### src/fpe_pkg.sv
// ----------------------------------------------------------------------------
// fpe_pkg: shared types and microcode for the format print engine
// Character codes, control word layout and the sequencer program.
// ----------------------------------------------------------------------------
package fpe_pkg;

  // Character codes
  localparam logic [7:0] CH_PERCENT = 8'h25;
  localparam logic [7:0] CH_LOWER_C = 8'h63;
  localparam logic [7:0] CH_LOWER_D = 8'h64;
  localparam logic [7:0] CH_ZERO    = 8'h30;
  localparam logic [7:0] CH_MINUS   = 8'h2D;

  // What a step puts on the output channel
  typedef enum logic [2:0] {
    EM_NONE,
    EM_FMT,
    EM_ARG,
    EM_MINUS,
    EM_DIGIT
  } emit_e;

  // How the last flag is formed
  typedef enum logic [1:0] {
    LAST_NO,
    LAST_YES,
    LAST_DIGIT
  } last_e;

  // Datapath operation
  typedef enum logic [2:0] {
    OP_NONE,
    OP_LOAD,
    OP_DABBLE,
    OP_SKIP,
    OP_POP
  } dp_op_e;

  // Next step rule
  typedef enum logic [2:0] {
    J_ALWAYS,
    J_DISPATCH,
    J_OUT,
    J_CONV,
    J_SIGN,
    J_SKIP,
    J_DIGIT
  } jump_e;

  typedef logic [2:0] upc_t;

  localparam int unsigned UPC_N = 8;

  localparam upc_t UPC_WAIT  = 3'd0;
  localparam upc_t UPC_ECHO  = 3'd1;
  localparam upc_t UPC_ARGB  = 3'd2;
  localparam upc_t UPC_CONV  = 3'd3;
  localparam upc_t UPC_SIGN  = 3'd4;
  localparam upc_t UPC_SKIP  = 3'd5;
  localparam upc_t UPC_DIGIT = 3'd6;

  typedef struct packed {
    emit_e  emit;
    last_e  last;
    dp_op_e op;
    jump_e  jump;
    upc_t   target;
  } ucode_t;

  // Control from sequencer to datapath
  typedef struct packed {
    dp_op_e op;
    emit_e  emit;
  } dp_ctrl_t;

  // Status from datapath to sequencer
  typedef struct packed {
    logic conv_done;
    logic neg;
    logic top_zero;
    logic one_left;
  } dp_stat_t;

  // Sequencer program
  localparam ucode_t UCODE [UPC_N] = '{
    '{EM_NONE,  LAST_NO,    OP_LOAD,   J_DISPATCH, UPC_WAIT},  // wait for an item
    '{EM_FMT,   LAST_YES,   OP_NONE,   J_OUT,      UPC_WAIT},  // echo format byte
    '{EM_ARG,   LAST_YES,   OP_NONE,   J_OUT,      UPC_WAIT},  // argument low byte
    '{EM_NONE,  LAST_NO,    OP_DABBLE, J_CONV,     UPC_SIGN},  // binary to BCD
    '{EM_MINUS, LAST_NO,    OP_NONE,   J_SIGN,     UPC_SKIP},  // optional minus
    '{EM_NONE,  LAST_NO,    OP_SKIP,   J_SKIP,     UPC_DIGIT}, // drop leading zeros
    '{EM_DIGIT, LAST_DIGIT, OP_POP,    J_DIGIT,    UPC_WAIT},  // digits out
    '{EM_NONE,  LAST_NO,    OP_NONE,   J_ALWAYS,   UPC_WAIT}   // spare
  };

endpackage

### src/fpe_datapath.sv
// ----------------------------------------------------------------------------
// fpe_datapath: operand registers and decimal converter
// Holds the captured item, converts the magnitude to BCD four bits per
// cycle and shifts digits out most significant first.
// ----------------------------------------------------------------------------
module fpe_datapath #(
  parameter int ARG_WIDTH = 32
) (
  input  logic                  clk_i,
  input  logic [7:0]            fmt_char_i,
  input  logic [ARG_WIDTH-1:0]  arg_value_i,
  input  fpe_pkg::dp_ctrl_t     ctrl_i,
  output fpe_pkg::dp_stat_t     stat_o,
  output logic [7:0]            out_char_o
);
  import fpe_pkg::*;

  // Decimal digits needed for the largest magnitude, 2^(ARG_WIDTH-1)
  function automatic int dec_digits(int w);
    longint unsigned v;
    int n;
    v = 64'd1 << (w - 1);
    n = 0;
    for (int i = 0; i < 20; i++) begin
      if (v != 0) begin
        v = v / 10;
        n++;
      end
    end
    return n;
  endfunction

  localparam int NDIG   = dec_digits(ARG_WIDTH);
  localparam int BCD_W  = 4 * NDIG;
  localparam int MAG_W  = ((ARG_WIDTH + 3) / 4) * 4;
  localparam int STEPS  = MAG_W / 4;
  localparam int CNT_W  = (STEPS > 1) ? $clog2(STEPS) : 1;
  localparam int LEFT_W = $clog2(NDIG + 1);

  logic [7:0]       fmt_q;
  logic [7:0]       argb_q;
  logic             neg_q;
  logic [MAG_W-1:0] mag_q, mag_d;
  logic [BCD_W-1:0] bcd_q, bcd_d;
  logic [CNT_W-1:0] cnt_q, cnt_d;
  logic [LEFT_W-1:0] left_q, left_d;

  logic [ARG_WIDTH-1:0]   abs_val;
  logic [BCD_W+MAG_W-1:0] sh;
  logic [3:0]             dg;

  // Magnitude in unsigned arithmetic, correct for the most negative value
  assign abs_val = arg_value_i[ARG_WIDTH-1] ? (~arg_value_i + 1'b1) : arg_value_i;

  // Four shift-and-add-3 steps per cycle
  always_comb begin
    sh = {bcd_q, mag_q};
    dg = 4'd0;
    for (int b = 0; b < 4; b++) begin
      for (int d = 0; d < NDIG; d++) begin
        dg = sh[MAG_W+4*d +: 4];
        if (dg >= 4'd5) begin
          sh[MAG_W+4*d +: 4] = dg + 4'd3;
        end
      end
      sh = sh << 1;
    end
  end

  // Next values per operation
  always_comb begin
    mag_d  = mag_q;
    bcd_d  = bcd_q;
    cnt_d  = cnt_q;
    left_d = left_q;
    case (ctrl_i.op)
      OP_LOAD: begin
        mag_d  = MAG_W'(abs_val);
        bcd_d  = '0;
        cnt_d  = CNT_W'(STEPS - 1);
        left_d = LEFT_W'(NDIG);
      end
      OP_DABBLE: begin
        bcd_d = sh[BCD_W+MAG_W-1:MAG_W];
        mag_d = sh[MAG_W-1:0];
        cnt_d = cnt_q - 1'b1;
      end
      OP_SKIP, OP_POP: begin
        bcd_d  = bcd_q << 4;
        left_d = left_q - 1'b1;
      end
      default: begin
      end
    endcase
  end

  always_ff @(posedge clk_i) begin
    if (ctrl_i.op == OP_LOAD) begin
      fmt_q  <= fmt_char_i;
      argb_q <= arg_value_i[7:0];
      neg_q  <= arg_value_i[ARG_WIDTH-1];
    end
    mag_q  <= mag_d;
    bcd_q  <= bcd_d;
    cnt_q  <= cnt_d;
    left_q <= left_d;
  end

  // Status back to the sequencer
  assign stat_o.conv_done = (cnt_q == '0);
  assign stat_o.neg       = neg_q;
  assign stat_o.top_zero  = (bcd_q[BCD_W-1 -: 4] == 4'd0);
  assign stat_o.one_left  = (left_q == LEFT_W'(1));

  // Output character select
  always_comb begin
    case (ctrl_i.emit)
      EM_FMT:   out_char_o = fmt_q;
      EM_ARG:   out_char_o = argb_q;
      EM_MINUS: out_char_o = CH_MINUS;
      EM_DIGIT: out_char_o = CH_ZERO | {4'd0, bcd_q[BCD_W-1 -: 4]};
      default:  out_char_o = 8'd0;
    endcase
  end

endmodule

### src/format_print_engine_top.sv
// ----------------------------------------------------------------------------
// format_print_engine_top: format string printer, one byte per item
// Microcoded sequencer in front of a small conversion datapath.
// ----------------------------------------------------------------------------
// Plain byte, %% and %c: the item is accepted, then one output character is sent.
// '%' alone and unknown specifiers: accepted, no output.
// %d: accept, BCD conversion of four bits per step, optional minus sign,
//   skip of the leading zero digits, then one output character per
//   printed digit.
// One item at a time; output stalls hold the item. Reset (rst_ni low, async): plain mode.
module format_print_engine_top #(
  parameter int ARG_WIDTH = 32
) (
  input  logic                        clk_i,
  input  logic                        rst_ni,
  input  logic                        in_valid_i,
  output logic                        in_stall_o,
  input  logic [7:0]                  fmt_char_i,
  input  logic signed [ARG_WIDTH-1:0] arg_value_i,
  output logic                        out_valid_o,
  input  logic                        out_stall_i,
  output logic [7:0]                  out_char_o,
  output logic                        last_o
);
  import fpe_pkg::*;

  upc_t     upc_q, upc_d;
  logic     after_q, after_d;
  ucode_t   uw;
  dp_ctrl_t ctrl;
  dp_stat_t stat;
  logic     in_fire;
  logic     out_fire;
  upc_t     disp;

  assign uw = UCODE[upc_q];

  // Handshake
  assign in_stall_o = (uw.jump != J_DISPATCH);
  assign in_fire    = in_valid_i && !in_stall_o;
  assign out_fire   = out_valid_o && !out_stall_i;

  // Output valid and last
  always_comb begin
    case (uw.emit)
      EM_NONE:  out_valid_o = 1'b0;
      EM_MINUS: out_valid_o = stat.neg;
      default:  out_valid_o = 1'b1;
    endcase
    case (uw.last)
      LAST_YES:   last_o = 1'b1;
      LAST_DIGIT: last_o = stat.one_left;
      default:    last_o = 1'b0;
    endcase
  end

  // Specifier decode and mode update
  always_comb begin
    after_d = after_q;
    disp    = UPC_WAIT;
    if (in_fire) begin
      if (!after_q) begin
        if (fmt_char_i == CH_PERCENT) begin
          after_d = 1'b1;
        end else begin
          disp = UPC_ECHO;
        end
      end else begin
        after_d = 1'b0;
        case (fmt_char_i)
          CH_PERCENT: disp = UPC_ECHO;
          CH_LOWER_C: disp = UPC_ARGB;
          CH_LOWER_D: disp = UPC_CONV;
          default:    disp = UPC_WAIT;
        endcase
      end
    end
  end

  // Next step and gated datapath operation
  always_comb begin
    upc_d     = upc_q;
    ctrl.emit = uw.emit;
    ctrl.op   = OP_NONE;
    case (uw.jump)
      J_DISPATCH: begin
        if (in_fire) begin
          ctrl.op = uw.op;
          upc_d   = disp;
        end
      end
      J_OUT: begin
        if (out_fire) upc_d = uw.target;
      end
      J_CONV: begin
        ctrl.op = uw.op;
        if (stat.conv_done) upc_d = uw.target;
      end
      J_SIGN: begin
        if (!stat.neg || out_fire) upc_d = uw.target;
      end
      J_SKIP: begin
        if (stat.top_zero && !stat.one_left) begin
          ctrl.op = uw.op;
        end else begin
          upc_d = uw.target;
        end
      end
      J_DIGIT: begin
        if (out_fire) begin
          ctrl.op = uw.op;
          if (stat.one_left) upc_d = uw.target;
        end
      end
      default: upc_d = uw.target;
    endcase
  end

  always_ff @(posedge clk_i or negedge rst_ni) begin
    if (!rst_ni) begin
      upc_q   <= UPC_WAIT;
      after_q <= 1'b0;
    end else begin
      upc_q   <= upc_d;
      after_q <= after_d;
    end
  end

  fpe_datapath #(
    .ARG_WIDTH (ARG_WIDTH)
  ) u_datapath (
    .clk_i       (clk_i),
    .fmt_char_i  (fmt_char_i),
    .arg_value_i (arg_value_i),
    .ctrl_i      (ctrl),
    .stat_o      (stat),
    .out_char_o  (out_char_o)
  );

endmodule
### config.mk
export PLATFORM = sky130hd
export DESIGN_NAME = format_print_engine_top
export DESIGN_NICKNAME = d
export VERILOG_FILES = /design/src/fpe_pkg.sv /design/src/fpe_datapath.sv /design/src/format_print_engine_top.sv
export SDC_FILE = /design/constraint.sdc
export NUM_CORES = 1
export LEC_CHECK = 0
export BUFFER_PORTS_ARGS = -buffer_cell sky130_fd_sc_hd__clkbuf_2
export CORE_ASPECT_RATIO = 1.5
export CORE_MARGIN = 3
export CORE_UTILIZATION = 55
export CTS_CLUSTER_DIAMETER = 120
export DETAILED_ROUTE_END_ITERATION = 8
export PLACE_DENSITY = 0.73
export SLEW_MARGIN = 20
export SYNTH_ARGS = -nofsm -noshare
export SYNTH_HDL_FRONTEND = slang
export SYNTH_SLANG_ARGS = --single-unit
### constraint.sdc
create_clock -name clk_i -period 10.9 [get_ports clk_i]
set_input_delay 1.09 -clock clk_i [delete_from_list [all_inputs] [get_ports clk_i]]
set_output_delay 1.09 -clock clk_i [all_outputs]
set_load 0.01 [all_outputs]
==> After elaboration in Yosys (flattened, before gate mapping) <==
Memory sizes are Yosys's and may differ from the RTL's.
Cells that the tools add are included.
{ "classes": {"n_lt_le_gt_ge": 41, "bitwise": 2, "reduce_logical": 16, "n_addsub": 43, "muxes": 67, "eq_ne": 28} }
{ "ops": {"columns": ["operator", "n"], "rows": [
  [">= comparator 4 x 3 -> 1 bit, second input constant", 40],
  ["adder 4 x 2 -> 4 bit, second input constant", 36],
  ["2-to-1 mux 4 bit", 36],
  ["one-hot mux 40 bit (3 select lines)", 1],
  ["one-hot mux 32 bit (2 select lines)", 1],
  ["2-to-1 mux 3 bit", 15],
  ["adder 32 x 1 -> 32 bit, second input constant", 1],
  ["2-to-1 mux 32 bit", 1],
  ["inverter 32 bit", 1],
  ["one-hot mux 8 bit (4 select lines)", 1],
  ["2-to-1 mux 14 bit", 2],
  ["== test 3 x 2 -> 1 bit, second input constant", 6],
  ["one-hot mux 3 bit (6 select lines)", 1],
  ["== test 8 x 7 -> 1 bit, second input constant", 2],
  ["== test 3 bit, second input constant", 5],
  ["inequality test 2 bit, second input constant", 7],
  ["adder 3 x 2 -> 3 bit, second input constant", 4],
  ["one-hot mux 3 bit (4 select lines)", 1],
  ["== test 3 x 1 -> 1 bit, second input constant", 3],
  ["== test 8 x 6 -> 1 bit, second input constant", 1],
  ["one-hot mux 4 bit (2 select lines)", 1],
  ["AND reduction 7 bit", 1],
  ["zero test 3 bit", 2],
  ["one-hot mux 2 bit (3 select lines)", 1],
  ["other kinds (18)", 27]
]} }
{ "word_totals": {"regBits": 100, "memories": 1, "out_inout_bits": 11, "romBits": 112} }
{ "mem_list": {"columns": ["memory", "depth", "width", "read_ports", "rd_clocked_by_memory_dff", "wr", "line", "source"], "rows": [
  ["(no name shown)", 8, 14, 1, 0, 0, "format_print_engine_top.sv:36", "assign uw = UCODE[upc_q];"]
]} }

==> Logic depth before layout (Yosys ltp) <==
Gate-level depths: netlist (run 1).
{ "depth": {"word_depth": 12, "ltp_mapped": 20, "ltp_nobuf": 20} }

==> Cells and area by module <==
A second synthesis (run 1) with hierarchy kept.
{ "unflattened": {"hier_cells": 1143, "area_unflattened_um2": 9536.6} }
{ "modules_own_cells": {"columns": ["module", "area_per_inst_um2", "n_inst", "cells_each"], "rows": [
  ["fpe_datapath", 8849.7, 1, 1053],
  ["format_print_engine_top", 686.9, 1, 90]
]} }

==> Least setup slack after synthesis (run 1) <==
No wires, ideal clock.
{ "synth_path": {"path_kind": "input-to-reg", "from": "input port arg_value_i[8]", "to": "register u_datapath.mag_q[29] (data pin)", "slack_ps": 6555, "t_arrival_ps": 4078, "path_stages": 9, "path_buffers": 0, "path_cell_list": "or4_4 > or3_4 > or4_4 > or4_1 > or4_4 > or3_4 > o31ai_1 > xor2_1 > o21ai_0"} }
{ "synth_between": {"elab_chain_len": 4} }
{ "synth_rtl": {"columns": ["element", "line", "source"], "rows": [
  ["from (decl)", "format_print_engine_top.sv:19", "input logic signed [ARG_WIDTH-1:0] arg_value_i,"],
  ["inverter 32 bit", "fpe_datapath.sv:53", "assign abs_val = arg_value_i[ARG_WIDTH-1] ? (~arg_value_i + 1'b1) : arg_value_i;"],
  ["adder 32 x 1 -> 32 bit", "fpe_datapath.sv:53", null],
  ["2-to-1 mux 32 bit", "fpe_datapath.sv:53", null],
  ["one-hot mux 32 bit (2 select lines)", "fpe_datapath.sv:76", "case (ctrl_i.op)"],
  ["net u_datapath.mag_d[29]", "fpe_datapath.sv:43", "logic [MAG_W-1:0] mag_q, mag_d;"],
  ["to (signal assigned)", "fpe_datapath.sv:103", "mag_q <= mag_d;"],
  ["to (decl)", "fpe_datapath.sv:43", null]
]} }
The timed path passes the listed nets, and every way through them passes these cells.
A chain may end at the register's enable or synchronous reset.

==> Worst setup path in the final report (run 1) <==
Ends and elaborated chain as after synthesis.

==> impl_metrics.toml, run 1 <==
[worst_setup_path]
crit_path_end = "u_datapath.mag_q[29]"
r2r_end = "u_datapath.bcd_q[29]"
cp-start-kind = "primary input"
cp_max_fo = 5
reg2reg_from = "u_datapath.bcd_q[29]"
crit_arrival_ps = 4300
ff2ff_path_depth = 17
worstSetupPathType = "in -> reg"
worstSetupStartpoint = "arg_value_i[8]"
endpoint_kind = "register"
rrSetupSlack_ps = 6670
worstPathRequired_ps = 10960

[floorplan]
start_util_pct = 57.0
die_h_um = 166
die_w_um = 112
placementRows = 57
die_area_mm2 = 0.0186
io_pins = 55
core_area_mm2 = 0.0164

[cells_and_area]
fin_cells = 1379
final_nets = 1268
antenna_cells = 0
final_layout_size_suffix_gt1_share_pct = 9.46
fin_util_pct = 61.0
area_growth_pct = 7.08

[cts]
cts_setup_buffers = 0
post_cts_resize_count = 0
cts.htree.levels = 3
clock-sinks = 100
clk_path_buf_depth = 2
clkTransAtPathRegs_ps = 70
ctsHoldBuffers = 0
cts_buffers = 9
cts_tree = "built"
cts-root-buf = "clkbuf_16"
clkLatencyLatePin_ps = 340

[timing]
slew_headroom_pct = 36.1
fin_setup_tns_ps = 0
drv_slew = 0
fin_worst_skew_ps = 12.2
max_freq_ghz = 0.236
worst_pin_slew_ps = 951
rsz0062_at_grt = "false"
finalCritPeriodShare_pct = 38.9
hold_ws_ps = 527
setup_viol = 0
period_needed_ps = 4240
hold_viol_final = 0

[worst_hold_path]
hp-start = "u_datapath.mag_q[18]"
min_path_type = "reg -> reg"

[placed_design]
dp_cells = 1364
place_hpwl_um = 15000
gp_congestion = 0.864
io_buffers = 54

[run]
max_cap_violations = 0

[grt]
use_met2_pct = 39.9
grt_antenna_before_repair = 0
grt_util_met1_pct = 25.2
grt_busiest_layer = "met2"
grt_pass1_wl_um = 34100
overflow = 0
grtUsageTotal_pct = 21.2
grt_max_degree = 84
grt_pass1_vias = 7693
grt_use_met3_pct = 2.12

[routing]
final_antenna_net_count = 0
totalWireLength_um = 20200
drtIter0Drc = 464
wire_per_inst_um = 14.6
drc_errors = 0
via_per_inst = 6.04
vias = 8335
firstDrtPassIters = 5

[logic_synthesis]
syn_area_mm2 = 0.00934
syn_nets = 1246
synth.distinct_cells = 68
ys_seq_area_share_pct = 31.9
ys_ff_latch = 100
synth_edf_count = 96
syn_avg_cell_area_um2 = 8.15
synth-warning-count = 0
synthFlopType = "edfxtp_1"
synthCells = 1147
synthArstFlopShare_pct = 4.00

[outcome]
status = "finished, final reports clean"
cell usage in the layout (no fill, tap or decap), types with 23 or more instances in the layout:
cell | netlist | final
o21ai_0 | 152 | 152
nand2_1 | 139 | 139
edfxtp_1 | 96 | 96
nor2_1 | 92 | 92
inv_1 | 72 | 72
a21oi_1 | 67 | 66
ha_1 | 55 | 55
clkbuf_2 | 0 | 54
xor2_1 | 37 | 37
xnor2_1 | 23 | 23
registers in the layout, summed over array words and instances (netlist names):
signal,flops
u_datapath.neg_q,1
u_datapath.cnt_q,3
u_datapath.left_q,4
u_datapath.argb_q,8
u_datapath.mag_q,32
u_datapath.fmt_q,8
upc_q,3
after_q,1
u_datapath.bcd_q,40
layout make-up:
cell class	instances	area, um^2
Fill cell	1508	6400
Multi-Input combinational cell	928	5930
Sequential cell	100	2980
Timing Repair Buffer	58	300
Inverter	72	270
Tap cell	206	258
Clock buffer	10	229
Clock inverter	5	36.3
synth_stat cells, types with 22 or more instances:
| cell | instances | area share [%] |
|---|---|---|
| inv_1 | 72 | 2.9 |
| nor2_1 | 92 | 3.7 |
| xnor2_1 | 23 | 2.2 |
| o21ai_0 | 152 | 8.1 |
| ha_1 | 55 | 7.4 |
| edfxtp_1 | 96 | 31 |
| a21oi_1 | 67 | 3.6 |
| xor2_1 | 37 | 3.5 |
| nand2_1 | 139 | 5.6 |
| nand2b_1 | 22 | 1.5 |
| clkbuf_1 | 45 | 1.8 |
routing by layer:
layer | vias up | share of wire, %
met1 | 3896 | 42
met3 | 25 | 3.1
met2 | 149 | 53
li1 | 4265 | -
met4 | 0 | 1.6
met5 | - | 0
through the flow:
step	cell area, um^2	setup WS [ps]
after floorplan	9340	6550
after global routing	10000	6240
after detailed placement	9740	6310
after global placement	9740	6330
after CTS	10000	6670
final	10000	6660
worst min path at each step:
stage,endpoint,slack [ps],cells after the start
finish,u_datapath.mag_q[22],530,2
global route,after_q,530,1
CTS,u_datapath.mag_q[22],530,2
detailed placement,u_datapath.mag_q[22],510,2
global placement,u_datapath.bcd_q[0],500,1
floorplan,u_datapath.mag_q[10],500,2
worst max-delay path: stages:
cell and delay [ps]:
clkbuf_2 110, or4_4 560, or3_4 390, or4_4 440, or4_1 440, or4_4 440, or3_4 350, o31ai_1 250
xor2_1 160, o21ai_0 70
logic make-up (layout without fill, tap and decap cells):
| group | Yosys count | after routing | share of synthesized area, % |
|---|---|---|---|
| compound gates | 404 | 404 | 27.6 |
| flops | 100 | 100 | 31.9 |
| fa+ha+maj | 55 | 55 | 7.37 |
| buf+inv | 119 | 145 | 4.78 |
| xor+xnor | 60 | 60 | 5.62 |
| simple gates | 378 | 378 | 19.3 |
| mux | 31 | 31 | 3.46 |
Power of run 1 is not shown: default switching activity piles up to over one toggle a cycle in this logic, so the estimate is an artifact.
==> inputs of run 2 (changes only) <==
Settings changed: PLACE_DENSITY 0.73 to 0.76.
Clock period 10.9 ns to 3.5 ns, I/O delays scaled along.
==> run 2 against run 1 <==
  * The flow now finishes with violations (negative setup slack)
  * Via count is 14% higher
  * Clock-buffer cell count decreased by 1
  * Final cell count grew 13%
  * Sequential share of layout area decreased by 5.4 points
  * Non-clock buffer count up 179
  * Die area stayed put
  * Design area rose by 22%
  * First-iteration DRC count grew 34%
==> impl_metrics.toml, run 2 (synthesis results as in run 1) <==
[grt]
grt_max_degree = 64
grt_pass1_vias = 8728
grt_antenna_before_repair = 0
overflow = 0
grtUsageTotal_pct = 24.2
grt_pass1_wl_um = 38700

[outcome]
violations = "negative setup slack"
status = "complete, but fails checks"

[cts]
cts-root-buf = "clkbuf_16"
cts_tree = "built"
clk_path_buf_depth = 2
clock-sinks = 100
clkLatencyLatePin_ps = 360
cts_buffers = 9
cts.htree.levels = 3
clkTransAtPathRegs_ps = 80

[cells_and_area]
layout_commonest_cell = "buf_4"
final_layout_size_suffix_gt1_share_pct = 30.9
fin_util_pct = 74.4
reg.largest.list = "u_datapath.bcd_q x40, u_datapath.mag_q x32"
finalInstanceArea_mm2 = 0.0122
area_growth_pct = 30.6
top_register = "u_datapath.bcd_q"
antenna_cells = 0
final_cell_mix = "174 x buf_4, 135 x nand2_1, 123 x o21ai_0"
largest_register_ffs = 40
fill_cells = 1195
final_nets = 1447

[floorplan]
io_pins = 55
die_w_um = 112
core_area_mm2 = 0.0164
die_area_mm2 = 0.0186
die_h_um = 166
start_util_pct = 57.0
placementRows = 57

[worst_setup_path]
crit_slowest_cell = "edfxtp_1"
endpoint_kind = "register"
cp_max_fo = 3
worstPathRequired_ps = 3610
cp-start-kind = "register"
cp_top_family = "compound AO/OA/AOI/OAI gates"
worstSetupPathType = "reg -> reg"
worstPathCellList = "inv_2 > ha_1 > nand2b_4 > or3b_4 > and2_4 > inv_1 > ha_1 > inv_1 > a21o_1 > a31oi_2 > inv_1 > ha_2 > inv_2 > a21boi_1 > a211o_1 > buf_4 > buf_4 > nor2_1 > mux2i_1 > a22o_1"
path_common_cell = "inv_1"
crit_arrival_ps = 3710
cp_num_buf_inv = 7
cp_slowest_stage_delay_ps = 430

[routing]
totalWireLength_um = 25000
drc_errors = 0
vias = 9477
drtIter0Drc = 623
wire_per_inst_um = 16.0
final_antenna_net_count = 0
firstDrtPassIters = 6
via_per_inst = 6.08

[timing]
finalCritPeriodShare_pct = 103
slew_headroom_pct = 40.9
rsz0062_at_grt = "true"
fin_ws_ps = -103
setup_viol = 6
hold_viol_final = 0
drv_slew = 0
max_freq_ghz = 0.278
fin_worst_skew_ps = 9.32
period_needed_ps = 3600
worst_pin_slew_ps = 886
hold_ws_ps = 176

[placed_design]
place_hpwl_um = 16800
gp_congestion = 0.885
placed_area_mm2 = 0.0108
io_buffers = 54
dpl_worst_slack_ps = -245

[worst_hold_path]
min_path_type = "in -> reg"

[run]
max_cap_violations = 0
run 2: changes by cell type in the layout (fill, tap and decap cells not counted), sizes merged:
cell / change
dlygate4sd3: +1
bufinv: +1
clkinv: +1
clkinvlp: -2
buf: +178
inv: +2
clkbuf: -1
run 2: cell type report:
class	instances	area [um^2]	share of cell area, %
clock buffers	9	225	1.85
repair buffers	237	1700	14.0
well taps	206	258	2.11
inverters	72	273	2.24
clock inverters	7	90.1	0.738
multi-input cells	928	6670	54.7
flip-flops and latches	100	2980	24.4
run 2: worst reg2reg max path, stage by stage (launching register included):
cell,delay [ps]
edfxtp_1,430
inv_2,110
ha_1,140
nand2b_4,130
or3b_4,390
and2_4,150
inv_1,50
ha_1,130
inv_1,50
a21o_1,160
a31oi_2,180
inv_1,80
ha_2,190
inv_2,60
a21boi_1,70
a211o_1,340
buf_4,150
buf_4,130
nor2_1,150
mux2i_1,100
a22o_1,190
run 2: what timing repair did:
action,4_1_cts,5_1_grt
endpoints found under the hold margin,4,0
setup endpoints to repair,18,108
hold buffers,1,0
gates resized for setup,42,147
pin swaps,20,54
setup buffers,12,29
run 2: layer usage:
metal / track usage, % / up-vias / wire length [um]
li1: - / 4629 / -
met1: 27.6 / 4486 / 9480
met2: 46.1 / 291 / 13800
met3: 2.77 / 71 / 940
met4: 8.32 / 0 / 717
met5: 0 / - / 0
run 2: stage by stage:
step,TNS (ps),std cells
after floorplan,-173,1147
after global placement,-585,1501
after detailed placement,-1310,1501
after CTS,0,1530
after global routing,-2420,1559
final,-288,1559
run 2: worst paths after layout:
check,from,endpoint,slack [ps],cells past startpoint
min in group asynchronous,rst_ni,upc_q[2],330,2
hold reg to reg,u_datapath.mag_q[0],u_datapath.mag_q[4],530,2
hold / removal,fmt_char_i[5],u_datapath.fmt_q[5],180,1
setup reg to reg,u_datapath.bcd_q[33],u_datapath.bcd_q[39],-100,20
setup / recovery,u_datapath.bcd_q[33],u_datapath.bcd_q[39],-100,20
max in group asynchronous,rst_ni,after_q,3050,2
Power of run 2 is left out for the same reason.
==> inputs of run 3 (changes only) <==
Settings changed: BUFFER_PORTS_ARGS -buffer_cell sky130_fd_sc_hd__clkbuf_2 to unset, DONT_BUFFER_PORTS set to 1, PLACE_DENSITY 0.76 to 0.73.
==> run 3 against run 2 <==
  * The run ends with design-rule violations, negative setup slack left
  * Flip-flop and latch count did not move
  * Non-clock buffer count shrank 56
  * Design area shrank 2.9%
  * Clock skew is 3.4 ps higher
  * Worst setup slack improved by 100 ps
  * Final cell count shrank 3.6%
  * Critical path depth shrank 1
  * Critical path type unchanged
  * Highest routed layer unchanged
==> impl_metrics.toml, run 3 (synthesis results as in run 1) <==
[grt]
grt_max_degree = 63
overflow = 0
grt_pass1_wl_um = 38100
grt_pass1_vias = 8578
grt_antenna_before_repair = 0
grtUsageTotal_pct = 23.8

[worst_setup_path]
cp_slowest_stage_delay_ps = 440
cp_max_fo = 3
worstPathCellList = "buf_6 > ha_4 > nor2b_4 > o21ai_2 > nor2_2 > inv_2 > ha_4 > o21bai_4 > a21oi_2 > o21a_1 > ha_4 > a211oi_2 > a211oi_2 > a2bb2oi_2 > inv_1 > ha_2 > o21a_1 > o32ai_2 > o21ai_1"
cp-start-kind = "register"
endpoint_kind = "register"
crit_arrival_ps = 3590
worstSetupPathType = "reg -> reg"
cp_num_buf_inv = 3
cp_top_family = "compound AO/OA/AOI/OAI gates"
path_common_cell = "ha_4"
crit_slowest_cell = "edfxtp_1"
worstPathRequired_ps = 3590

[timing]
fin_worst_skew_ps = 12.7
rsz0062_at_grt = "true"
setup_viol = 1
slew_headroom_pct = 44.3
drv_slew = 0
fin_ws_ps = -0.238
worst_pin_slew_ps = 835
finalCritPeriodShare_pct = 100
max_freq_ghz = 0.286
period_needed_ps = 3500
hold_viol_final = 0

[cts]
cts_buffers = 9
clock-sinks = 100
clkLatencyLatePin_ps = 340
cts-root-buf = "clkbuf_16"
clkTransAtPathRegs_ps = 70
cts.htree.levels = 3
clk_path_buf_depth = 2
cts_tree = "built"

[run]
max_cap_violations = 0

[placed_design]
dp_cells = 1443
gp_congestion = 0.880
io_buffers = 0
place_hpwl_um = 17000

[routing]
vias = 9060
final_antenna_net_count = 0
drtIter0Drc = 482
firstDrtPassIters = 7
via_per_inst = 6.03
totalWireLength_um = 24000
drc_errors = 1
wire_per_inst_um = 16.0

[floorplan]
placementRows = 57
io_pins = 55
die_w_um = 112
start_util_pct = 57.0
die_h_um = 166
die_area_mm2 = 0.0186
core_area_mm2 = 0.0164

[cells_and_area]
antenna_cells = 0
top_register = "u_datapath.bcd_q"
largest_register_ffs = 40
final_cell_mix = "173 x buf_4, 136 x nand2_1, 129 x o21ai_0"
fin_cells = 1503
final_layout_size_suffix_gt1_share_pct = 27.7
area_growth_pct = 26.8
layout_commonest_cell = "buf_4"
reg.largest.list = "u_datapath.bcd_q x40, u_datapath.mag_q x32"
final_nets = 1391

[worst_hold_path]
min_path_type = "in -> reg"

[outcome]
status = "complete, but fails checks"
violations = "design-rule violations, negative setup slack"
[run 3: changes by cell type in the layout (fill, tap and decap cells not counted), moves of 4 or more]
cell	previous run	this run
a21oi_1	53	57
o21ai_1	23	16
clkbuf_2	54	0
a21oi_2	10	6
o21ai_0	123	129
ha_1	33	29
[run 3: repair_timing]
item / in CTS / in global routing
cloned: 0 / 0
pin swaps: 16 / 50
resized for setup: 37 / 139
setup buffers: 11 / 32
hold buffers: 1 / 0
hold endpoints to repair: 4 / 0
setup endpoints to repair: 17 / 70
[run 3: layer usage]
layer  part of all wire (%)  vias to the layer above  wire (um)  GRT usage, %
li1                       -                     4504          -             -
met1                     38                     4305       9140          26.7
met2                     56                      202      13500          46.0
met3                    3.6                       49        859          3.10
met4                    2.2                        0        526          6.64
met5                      0                        -          0             0
[run 3: path summary, 6_finish.rpt]
path                                      from              endpoint  slack, ps  cells past startpoint
min in group asynchronous               rst_ni              upc_q[2]        280                      1
setup / recovery           u_datapath.bcd_q[4]   u_datapath.bcd_q[6]       -0.2                     19
hold reg to reg            u_datapath.mag_q[7]  u_datapath.mag_q[11]        530                      2
setup reg to reg           u_datapath.bcd_q[4]   u_datapath.bcd_q[6]       -0.2                     19
hold / removal                   fmt_char_i[1]   u_datapath.fmt_q[1]        100                      0
max in group asynchronous               rst_ni              upc_q[0]       3060                      1
[run 3: layout make-up]
class | instances | area (um^2)
Sequential cell | 100 | 2980
Timing Repair Buffer | 181 | 1410
Inverter | 72 | 270
Multi-Input combinational cell | 928 | 6640
Clock inverter | 6 | 46.3
Fill cell | 1227 | 4560
Tap cell | 206 | 258
Clock buffer | 10 | 239
[run 3: per-stage QoR]
step / TNS, ps / hold WS (ps) / instance area [um^2] / setup WS (ps) / utilization [%]
after global placement: -212 / 54.5 / 10500 / -103 / 64.3
final: -0.238 / 104 / 11800 / -0.238 / 72.2
after CTS: -39.4 / 96.6 / 11100 / -38.4 / 67.5
after detailed placement: -1010 / 54.5 / 10500 / -119 / 64.3
after global routing: -1300 / 88.6 / 11800 / -163 / 72.2
after floorplan: -173 / 54.4 / 9410 / -105 / -
[run 3: worst reg2reg max path: cells and delay by family (launching register included)]
family	cells	cell delay, ps
AO/OA/AOI/OAI	10	1550
adder cells (fa/ha/maj)	4	670
buffers and inverters	3	290
flip-flops	1	440
AND/OR/NAND/NOR	2	270
Power of run 3 is left out for the same reason.
